**config.mk**
```make
export PLATFORM = sky130hd
export DESIGN_NAME = spsil_ctrl
export DESIGN_NICKNAME = d
export VERILOG_FILES = /design/src/sv/spsil_pkg.sv /design/src/sv/spsil_ctrl.sv
export SDC_FILE = /design/constraint.sdc
export NUM_CORES = 1
export LEC_CHECK = 0
export BUFFER_PORTS_ARGS = -buffer_cell sky130_fd_sc_hd__buf_2
export CAP_MARGIN = 5
export CORE_AREA = 2 2 39 41
export CTS_CLUSTER_DIAMETER = 60
export DETAILED_ROUTE_END_ITERATION = 10
export DIE_AREA = 0 0 41 43
export SYNTH_ARGS = -nofsm -noshare
export SYNTH_HDL_FRONTEND = slang
export SYNTH_SLANG_ARGS = --single-unit
```
**constraint.sdc**
```tcl
create_clock -name clock -period 1.6 [get_ports clock]
set_input_delay 0.16 -clock clock [delete_from_list [all_inputs] [get_ports clock]]
set_output_delay 0.16 -clock clock [all_outputs]
set_load 0.01 [all_outputs]
```
**src/sv/spsil_pkg.sv**
```systemverilog
// ----------------------------------------------------------------------------
// spsil_pkg
// Types, codes and sizes shared by the sorted insertion list core.
// ----------------------------------------------------------------------------
`default_nettype none

package spsil_pkg;

   localparam int CAPACITY = 32;
   localparam int CNT_W    = 6;
   localparam int POS_W    = 5;
   localparam int ID_COUNT = 256;
   localparam int FLAG_W   = 8;

   localparam logic CMD_INSERT = 1'b0;
   localparam logic CMD_DRAIN  = 1'b1;

   localparam logic [1:0] KIND_INSERT = 2'd0;
   localparam logic [1:0] KIND_ENTRY  = 2'd1;
   localparam logic [1:0] KIND_EMPTY  = 2'd2;

   localparam logic [1:0] STAT_OK   = 2'd0;
   localparam logic [1:0] STAT_DUP  = 2'd1;
   localparam logic [1:0] STAT_FULL = 2'd2;

   typedef struct packed {
      logic               command;
      logic [7:0]         item_id;
      logic signed [31:0] priority_req;
      logic [31:0]        payload;
   } req_type;

   typedef struct packed {
      logic [1:0]         kind;
      logic [1:0]         status;
      logic [4:0]         position;
      logic [7:0]         out_id;
      logic signed [31:0] out_priority;
      logic [31:0]        out_payload;
      logic               last;
   } rsp_type;

   typedef enum logic [1:0] {
      ST_IDLE,
      ST_INSERT,
      ST_DRAIN
   } state_type;

   typedef struct packed {
      logic load;
      logic insert;
      logic drain_step;
      logic drain_empty;
   } ctrl_cmd_type;

   typedef struct packed {
      logic is_drain;
      logic list_empty;
      logic list_last;
   } dp_status_type;

endpackage

`default_nettype wire

```
**src/sv/spsil_ctrl.sv**
```systemverilog
// ----------------------------------------------------------------------------
// spsil_ctrl
// Sequencer: takes a command word, then steps the datapath through one
// insert or through a drain of the whole list.
// ----------------------------------------------------------------------------
`default_nettype none

module spsil_ctrl (
   input  wire logic                   clock,
   input  wire logic                   reset,
   input  wire logic                   start,
   output logic                        busy,
   input  wire spsil_pkg::dp_status_type status,
   output spsil_pkg::ctrl_cmd_type     cmd
);

   spsil_pkg::state_type state_ff, state_in;

   always_ff @(posedge clock) begin
      if (reset) begin
         state_ff <= spsil_pkg::ST_IDLE;
      end else begin
         state_ff <= state_in;
      end
   end

   always_comb begin
      state_in = state_ff;
      unique case (state_ff)
         spsil_pkg::ST_IDLE: begin
            if (start) begin
               state_in = status.is_drain ? spsil_pkg::ST_DRAIN : spsil_pkg::ST_INSERT;
            end
         end
         spsil_pkg::ST_INSERT: begin
            state_in = spsil_pkg::ST_IDLE;
         end
         spsil_pkg::ST_DRAIN: begin
            if (status.list_empty || status.list_last) begin
               state_in = spsil_pkg::ST_IDLE;
            end
         end
         default: begin
            state_in = spsil_pkg::ST_IDLE;
         end
      endcase
   end

   always_comb begin
      busy = 1'b1;
      cmd  = '0;
      unique case (state_ff)
         spsil_pkg::ST_IDLE: begin
            busy     = 1'b0;
            cmd.load = start;
         end
         spsil_pkg::ST_INSERT: begin
            cmd.insert = 1'b1;
         end
         spsil_pkg::ST_DRAIN: begin
            cmd.drain_empty = status.list_empty;
            cmd.drain_step  = !status.list_empty;
         end
         default: begin
            busy = 1'b1;
         end
      endcase
   end

endmodule

`default_nettype wire

```
# ---- Word level (Yosys, flattened, before mapping)
# Index checks and enable logic that the tools add are counted.
dict set report word_totals {
  regBits 2
  input_bits 6
  output_inout_bits 5
  wordCells 17
}
dict set report op_classes {
  n_eq_ne 4
  n_mux 8
  n_reduce_logical 4
}
# cell n
set ops {}
lappend ops {{2-bit 2-to-1 mux} 4}
lappend ops {{2-bit != test (second input constant)} 2}
lappend ops {{2-bit one-hot mux with 2 select lines} 1}
lappend ops {{1-bit 2-to-1 mux} 3}
lappend ops {{2-bit by 1-bit == test with 1-bit output (second input constant)} 1}
lappend ops {{2-bit == test (second input constant)} 1}
lappend ops {{2-bit zero test} 1}
lappend ops {{2-bit AND reduction} 1}
lappend ops {{1-bit zero test} 1}
lappend ops {{1-bit logical OR} 1}

# ---- Longest topological paths before layout
# Gate-level depths: netlist (run 1).
dict set report logic_depth {
  depth_word 3
  depth_mapped 2
}

# ---- Worst setup path after synthesis (run 1)
# No wires, ideal clock.
dict set report synth_path {
  kind {reg2reg}
  start {register state_ff[0]}
  end {register state_ff[0]}
  setup_time_ns 0.072
  arrival_ns 0.805
  t_required_ns 1.528
  path_slack_ns 0.723
  stages_incl_launch_ff 3
  n_path_buf 0
  period_less_slack_ns 0.877
  cell_sequence {dfxtp_1 -> nor3b_2 -> nor3b_2}
}
dict set report synth_via {
  elab_chain_cells 3
  elab_cells_between_ends 6
  classes_between {3 x eq/ne; 1 x mux; 2 x reduce/logical}
}
# item line_no
set synth_lines {}
lappend synth_lines {{from (decl)} spsil_ctrl.sv:17} ;# spsil_pkg::state_type state_ff, state_in;
lappend synth_lines {{from (signal assigned)} spsil_ctrl.sv:21} ;# state_ff <= spsil_pkg::ST_IDLE;
lappend synth_lines {{from (signal assigned)} spsil_ctrl.sv:23} ;# state_ff <= state_in;
lappend synth_lines {{2-bit == test or 2-bit zero test (tied branches)} spsil_ctrl.sv:29} ;# unique case (state_ff)
lappend synth_lines {{2-bit != test (no source line)} n/a}
lappend synth_lines {{2-bit AND reduction (no source line)} n/a}
# Parallel ways exist; a longest one is shown, timed or not.
# A chain may end at the register's enable or synchronous reset.

==> key figures, run 1 <==
Run status
  • Status: finished clean

Synth
  • Seq/Total Area, Yosys: between 30 and 40%
  • Warnings from Yosys: 0
  • Syn_nets: 17
  • Area leader, netlist: dfxtp_1
  • Share of the synthesized area in the top cell type: between 30% and 40%
  • Yosys reg bits: 2
  • Most area-consuming cells after synthesis: dfxtp_1 34%, nor3b_2 32%, a32o_2 9.5%
  • Synthesized cell area: 119 sq um
  • Unique masters post-synth: 8
  • Mapped Avg Cell Area: 10.8 sq um
  • Post-synthesis instance total: 11

Drt
  • Post-route DRC: 0
  • Routed len/inst: 7.98 um
  • Detailed Routing Iterations Pass 1: 2
  • Vias per cell: 3.23
  • Antenna viol nets, final: 0
  • Final WL: approximately 320 um
  • Vias post-DR: roughly 130
  • DR iter-0 viols: 2

Clock tree
  • Sinks on Clock Net: 2
  • CTS tree: built
  • Clk Latency, worst-skew pair: around 230 ps
  • Post-CTS setup buffer count: 0
  • CTS Buf Count: 3
  • Clk slew on worst S/H paths: ~30 ps
  • Resize count post-CTS: 0
  • CTS Buffer Depth: 2
  • # hold bufs at CTS: 0
  • CTS root buf: clkbuf_4
  • H-tree levels: 1

STA
  • Skew final: 6.48 ps
  • Setup Total Neg Slack: 0 ps
  • Rel. slew slack: approximately 86%
  • Worst slew pin tran: just over 200 ps
  • Final period util: 71.5%
  • Final min period: 1140 ps
  • Fin. max-slew vios: 0
  • RSZ-0062 raised after global routing: no
  • Final Setup Violations: 0
  • Peak Freq: approximately 870 MHz
  • Hold Fails Final Rpt: 0

Min path
  • Hold Path Sink: state_ff[0]
  • Hold path startpoint: status[2]
  • Hold Crit Class: in -> reg
  • Worst hold path depth: 2

Floorplanning
  • Die height: around 43 um
  • Top Ports: 11
  • Initial core utilization: approximately 8.6%
  • Die footprint: 0.00176 sq mm
  • Rows: 14
  • Die W: 41 um
  • Core Footprint: around 0.0014 sq mm

Critical path
  • Reg2Reg Depth: 2
  • CP required: 1440 ps
  • Setup crit start kind: flip-flop
  • Endpoint type of the worst setup path: primary output
  • WS Path Type: reg -> out
  • Crit path max fanout: 5
  • Crit path max-delay family: flip-flops
  • Worst Path Arrival: 980 ps
  • CP cell instances: nor3b_2 -> buf_2
  • R2R Setup Slk: roughly 750 ps
  • Reg2reg start: state_ff[0]
  • CP bufs+invs: 1
  • CP peak stage delay: 340 ps
  • Reg2reg end: state_ff[1]
  • CP max stage cell: dfxtp_1

Pwr
  • Combinational power share: 14.5%
  • P_sw: 0.0475 mW
  • Sequential Power Share: 27.8%
  • Worst vdd ir: 0.330 mV
  • Static Leak: around 0.12 nW
  • Sw frac: a little under a quarter
  • PD cells: roughly 940 mW/mm^2
  • Clock group share of total power: 57.7%
  • Total internal power: between 0.15 and 0.2 mW
  • Power Total: 0.199 mW

Global route
  • First-pass GRT wire length: 496 um
  • Antenna violations before repair: 0
  • Vias in the first global route: between 100 and 150
  • Tot GR Track Use: 5.31%
  • Grt ovf: 0
  • Pin count of the biggest net entering global routing: 6

Layout
  • Final Instance Area: approximately 210 sq um
  • Biggest regs: state_ff x2
  • Share of cells above drive strength 1: 75.0%
  • Area added between synthesis and finish: 77.9%
  • Max reg flops: 2
  • Layout fillers: about 160
  • Reg with most FFs: state_ff
  • ANT cells: 0
  • Nets: 32

Placement
  • Gp weighted congestion: 0.581
  • Port Buffer Count: 10
  • Area after DPL: 189 sq um

Run
  • Max-cap violations: 0
==> placed cells by master, fill, tap and decap left out <==
cell type / instances
a32o_2: 1
and3b_2: 1
buf_2: 10
clkbuf_4: 3
dfxtp_1: 2
inv_1: 1
nor2_1: 1
nor2b_1: 1
nor3b_2: 3
or2_1: 1
==> power by group through the flow <==
stage / combinational (mW) / sequential (mW) / clock (mW)
after CTS: 0.0296 / 0.0554 / 0.121
after floorplan: 0.0145 / 0.0555 / 0
after global placement: 0.0296 / 0.0558 / 0
after detailed placement: 0.0295 / 0.0560 / 0
after global routing: 0.0323 / 0.0557 / 0.131
final: 0.0290 / 0.0554 / 0.115
==> through the flow <==
stage	worst slack [ps]	utilization (%)	cells	hold slack, ps
CTS	434	15.3	40	112
global route	355	15.3	40	114
detailed placement	677	13.7	37	351
floorplan	723	-	11	229
finish	455	15.3	40	124
global placement	703	13.7	37	353
==> cell families after synthesis <==
kind of cell           share of synthesized area [%]
AO/OA/AOI/OAI                                   9.47
buffers and inverters                           3.15
flip-flops                                      33.7
AND/OR/NAND/NOR                                 53.7
==> metal layers <==
layer  vias up  GRT usage (%)  wire [um]
li1         65              -          -
met1        51           6.05        151
met2        13           4.06         73
met3         0           9.42         94
met4         0           2.00          0
met5         -              0          0
==> cell usage after synthesis (all sizes together) <==
master	n
nor3b	3
dfxtp	2
a32o	1
and3b	1
inv	1
nor2	1
nor2b	1
or2	1
==> worst max path at each step <==
| stage | from | end | slack (ps) | cells after the start |
|---|---|---|---|---|
| 6_report | state_ff[0] | cmd[3] | 460 | 2 |
| 5_1_grt | state_ff[1] | cmd[1] | 350 | 2 |
| 4_1_cts | state_ff[0] | cmd[3] | 430 | 2 |
| 3_5_place_dp | state_ff[0] | cmd[3] | 680 | 2 |
| 3_3_place_gp | state_ff[0] | cmd[3] | 700 | 2 |
| 2_1_floorplan | state_ff[0] | state_ff[0] | 720 | 2 |
==> cell type report <==
cell class / instances / area (sq um) / share of cell area [%]
multi-input combinational: 8 / 75.1 / 35.5
clock buffer: 3 / 22.5 / 10.7
timing repair buffer: 10 / 50.0 / 23.7
inverter: 1 / 3.75 / 1.78
tap: 16 / 20.0 / 9.47
sequential: 2 / 40.0 / 18.9
Note: power is estimated with default switching activity, not from simulation.
==> run 2, diff against run 1 <==
Clock period 1.6 ns to 1.1 ns, I/O delays scaled along.
==> run 2 against run 1 <==
Register-to-register slack got worse by 700 ps. Setup slack got worse by 410 ps. Sequential share of layout area fell by 0.85 points. Worst hold slack got worse by 55 ps. Critical endpoint is now cmd[0].
==> key figures, run 2 (synthesis gave the netlist of run 1 again) <==
Global route
  • Grt ovf: 0
  • Vias in the first global route: around 120
  • First-pass GRT wire length: approximately 500 um
  • Tot GR Track Use: around 5.3%
  • Antenna violations before repair: 0
  • Pin count of the biggest net entering global routing: 6

Drt
  • Post-route DRC: 0
  • Antenna viol nets, final: 0
  • Final WL: about 350 um
  • Vias post-DR: approximately 140
  • Routed len/inst: 8.40 um
  • Vias per cell: between 3 and 4
  • DR iter-0 viols: 2
  • Detailed Routing Iterations Pass 1: 2

Critical path
  • Crit path max-delay family: flip-flops
  • CP cell instances: and3b_2 -> buf_2
  • Crit path max fanout: 5
  • CP peak stage delay: around 370 ps
  • Setup crit start kind: flip-flop
  • CP bufs+invs: 1
  • CP required: between 900 and 1000 ps
  • CP max stage cell: dfxtp_2
  • Endpoint type of the worst setup path: primary output
  • R2R Setup Slk: 50 ps
  • Worst Path Arrival: around 950 ps
  • WS Path Type: reg -> out

Layout
  • Most frequent cells in the layout: 10 x buf_2, 3 x clkbuf_4, 2 x nor3b_2, 2 x buf_4, 2 x dfxtp_2
  • Commonest non-fill, non-tap cell in the layout: buf_2
  • Non-Filler Instances: between 40 and 50
  • Multi-input logic area: 81.3 sq um
  • Reg with most FFs: state_ff
  • Nets: 34
  • Layout fillers: between 150 and 200
  • Biggest regs: state_ff x2
  • FF/Latch Area: between 40 and 50 sq um
  • Area added between synthesis and finish: 97.9%
  • Max reg flops: 2
  • Share of cells above drive strength 1: between 80% and 90%
  • ANT cells: 0

STA
  • Final period util: 96.0%
  • Skew final: between 6 and 7 ps
  • Fin. max-slew vios: 0
  • Final min period: between 1000 and 1500 ps
  • Final Setup Violations: 0
  • Worst slew pin tran: between 150 and 200 ps
  • Rel. slew slack: 89.6%
  • Hold Fails Final Rpt: 0
  • RSZ-0062 raised after global routing: yes
  • Peak Freq: between 900 and 1000 MHz

Min path
  • Hold Crit Class: in -> reg

Floorplanning
  • Initial core utilization: around 8.6%
  • Top Ports: 11
  • Rows: 14
  • Core Footprint: between 0.001 and 0.0015 sq mm
  • Die footprint: around 0.0018 sq mm
  • Die W: a little over 40 um
  • Die height: ~43 um

Placement
  • Placed cell count: 37
  • Port Buffer Count: 10
  • Gp weighted congestion: 0.581

Pwr
  • Worst vdd ir: ~0.65 mV
  • Static Leak: about 0.13 nW
  • Power Total: roughly 0.3 mW
  • PD cells: around 1300 mW/mm^2

Clock tree
  • CTS tree: built
  • CTS Buf Count: 3
  • # hold bufs at CTS: 0
  • Clk slew on worst S/H paths: 30 ps
  • Sinks on Clock Net: 2
  • H-tree levels: 1
  • Clk Latency, worst-skew pair: roughly 230 ps
  • CTS root buf: clkbuf_4
  • CTS Buffer Depth: 2

Run status
  • Status: finished clean

Run
  • Max-cap violations: 0
run 2: cell count changes in the layout (fill, tap and decap cells not counted):
cell	before	now
dfxtp_1	2	0
nor3b_4	0	1
buf_4	0	2
nor3b_2	3	2
dfxtp_2	0	2
run 2: through the flow:
stage	TNS (ps)	worst slack [ps]	hold WS, ps	area [sq um]	utilization [%]
after detailed placement	0	227	301	189	13.7
after CTS	0	4.27	62.1	213	15.4
final	0	43.6	69.4	235	17.0
after global routing	-40.2	-34.7	54.9	235	17.0
after global placement	0	253	303	189	13.7
after floorplan	0	223	179	119	-
run 2: report_power, final:
| part | total [mW] | switching [mW] | leakage, nW | internal (mW) |
|---|---|---|---|---|
| combinational | 0.0526 | 0.0210 | 0.0956 | 0.0316 |
| sequential | 0.0822 | 0.00484 | 0.0172 | 0.0773 |
| clock | 0.165 | 0.0444 | 0.0138 | 0.121 |
| total | 0.300 | 0.0702 | 0.127 | 0.230 |
run 2: worst paths after layout:
| kind | from | endpoint | depth (start not counted) |
|---|---|---|---|
| max reg2reg | state_ff[0] | state_ff[1] | 4 |
| min reg2reg | state_ff[0] | state_ff[1] | 2 |
| max | state_ff[0] | cmd[0] | 2 |
| min | status[2] | state_ff[0] | 2 |
run 2: layer usage:
metal / global-route usage, % / vias up / share of wire, % / wire length [um]
met5: 0 / - / 0 / 0
met2: 4.06 / 13 / 29 / 104
met3: 9.42 / 0 / 27 / 94
met4: 2.00 / 0 / 0 / 0
li1: - / 69 / - / -
met1: 6.05 / 57 / 44 / 155
run 2: area by class of cell:
class / instances / area share (%)
inverter: 1 / 1.60
timing repair buffer: 12 / 27.7
sequential: 2 / 18.1
clock buffer: 3 / 9.57
tap: 16 / 8.51
multi-input combinational: 8 / 34.6
run 2: timing repair:
action,4_1_cts,5_1_grt
gates resized for setup,1,2
pin swaps,1,2
buffers inserted,0,2
endpoints found under the setup margin,2,3
==> run 3, diff against run 2 <==
Settings changed: RECOVER_POWER set to 25, SKIP_CTS_REPAIR_TIMING set to 1.
==> run 3 against run 2 <==
Utilization increased by 1.4 points. Die area unchanged. Sequential share of layout area increased by 0.63 points. Fmax decreased by 0.38%. Total power increased by 0.83%. Critical path depth unchanged. Global-route usage unchanged. Sequential cell count unchanged. Setup slack got worse by 4.1 ps. Clock-buffer cell count unchanged. Combinational power increased by 8.6%. Clock power about the same. Critical path type unchanged. Critical endpoint is now cmd[1]. Largest cell class unchanged. Largest power group unchanged.
==> key figures, run 3 (synthesis gave the netlist of run 1 again) <==
STA
  • RSZ-0062 raised after global routing: yes
  • Skew final: 4.18 ps
  • Fin. max-slew vios: 0
  • Worst slew pin tran: 164 ps
  • Final Setup Violations: 0
  • Final min period: 1060 ps
  • Final period util: 96.4%
  • Peak Freq: around 940 MHz
  • Setup Total Neg Slack: 0 ps
  • Rel. slew slack: approximately 89%
  • Final setup margin: between 30 and 40 ps
  • Hold Fails Final Rpt: 0

Clock tree
  • CTS tree: built
  • CTS Buffer Depth: 2
  • CTS root buf: clkbuf_4
  • Sinks on Clock Net: 2
  • Clk Latency, worst-skew pair: 230 ps
  • CTS Buf Count: 3
  • H-tree levels: 1
  • Clk slew on worst S/H paths: approximately 30 ps

Pwr
  • Sequential Power Share: about a quarter
  • P_sw: 0.0721 mW
  • Power Total: between 0.3 and 0.4 mW
  • Combinational power share: 18.9%
  • Total internal power: between 0.2 and 0.25 mW
  • Sw frac: approximately a quarter
  • Worst vdd ir: 0.561 mV
  • PD cells: between 1000 and 1500 mW/mm^2
  • Clock group share of total power: 54.6%
  • Static Leak: about 0.13 nW

Global route
  • Grt ovf: 0
  • GR Util met1: between 6 and 7%
  • GR Util met3: a little under a tenth
  • Met2 usage: roughly 4.1%
  • Antenna violations before repair: 0
  • Tot GR Track Use: about 5.3%
  • First-pass GRT wire length: 496 um
  • Vias in the first global route: around 120
  • Busiest grt layer: met3
  • Pin count of the biggest net entering global routing: 6

Floorplanning
  • Die height: around 43 um
  • Rows: 14
  • Initial core utilization: under 10%
  • Top Ports: 11
  • Core Footprint: about 0.0014 sq mm
  • Die W: 41 um
  • Die footprint: 0.00176 sq mm

Run status
  • Status: finished clean

Critical path
  • WS Path Type: reg -> out
  • CP required: 990 ps
  • Endpoint type of the worst setup path: primary output
  • Setup crit start kind: flip-flop
  • Crit path max fanout: 5
  • Worst Path Arrival: about 950 ps

Drt
  • Detailed Routing Iterations Pass 1: 3
  • Post-route DRC: 0
  • Vias per cell: approximately 3.4
  • DR iter-0 viols: 2
  • Routed len/inst: between 8 and 9 um
  • Vias post-DR: 146
  • Final WL: between 300 and 400 um
  • Antenna viol nets, final: 0

Layout
  • Max reg flops: 2
  • Nets: 35
  • Commonest non-fill, non-tap cell in the layout: buf_2
  • Most frequent cells in the layout: 10 x buf_2, 3 x clkbuf_4, 3 x buf_4
  • Layout fillers: 159
  • Biggest regs: state_ff x2
  • Reg with most FFs: state_ff
  • ANT cells: 0
  • Area added between synthesis and finish: 114%
  • Final Instance Area: 254 sq um
  • Share of cells above drive strength 1: between 80 and 90%

Min path
  • Hold Crit Class: in -> reg

Placement
  • Gp weighted congestion: 0.581
  • Worst slack, placed: between 200 and 250 ps
  • Area after DPL: 189 sq um
  • Port Buffer Count: 10

Run
  • Max-cap violations: 0
-- run 3: changes by cell type in the layout (fill, tap and decap cells not counted) --
cell,delta
nor3b_2,-1
dfxtp_2,-2
nor3b_4,+1
dfxtp_4,+2
buf_4,+1
-- run 3: final cells by class --
class	count	area, sq um	share of cell area (%)
clock buffers	3	22.5	8.87
inverters	1	3.75	1.48
multi-input cells	8	87.6	34.5
flip-flops and latches	2	47.5	18.7
well taps	16	20.0	7.88
repair buffers	13	72.6	28.6
-- run 3: routing by layer --
metal	routed length [um]	up-vias
li1	-	71
met3	94	0
met4	0	0
met5	0	-
met1	166	62
met2	108	13
-- run 3: worst paths after layout --
kind	startpoint	end	slack [ps]	cells past startpoint
hold / removal	status[2]	state_ff[0]	60	2
setup reg to reg	state_ff[0]	state_ff[1]	70	4
hold reg to reg	state_ff[1]	state_ff[0]	710	3
setup / recovery	state_ff[0]	cmd[1]	40	2
-- run 3: power groups by stage --
stage	combinational (mW)	clock [mW]	sequential, mW
6_report	0.0571	0.165	0.0802
5_1_grt	0.0619	0.191	0.0808
4_1_cts	0.0430	0.176	0.0805
3_5_place_dp	0.0429	0	0.0815
3_3_place_gp	0.0431	0	0.0811
2_1_floorplan	0.0211	0	0.0808
-- run 3: worst max-delay path, cell delays in order, from the launching register on --
cell and delay, ps:
dfxtp_4 360, nor3b_4 210, buf_2 160
-- run 3: metrics by stage --
step / hold slack [ps] / std cells / util, %
floorplan: 179 / 11 / -
global route: 55.0 / 43 / 18.4
CTS: 62.1 / 40 / 15.3
finish: 63.2 / 43 / 18.4
detailed placement: 301 / 37 / 13.7
global placement: 303 / 37 / 13.7
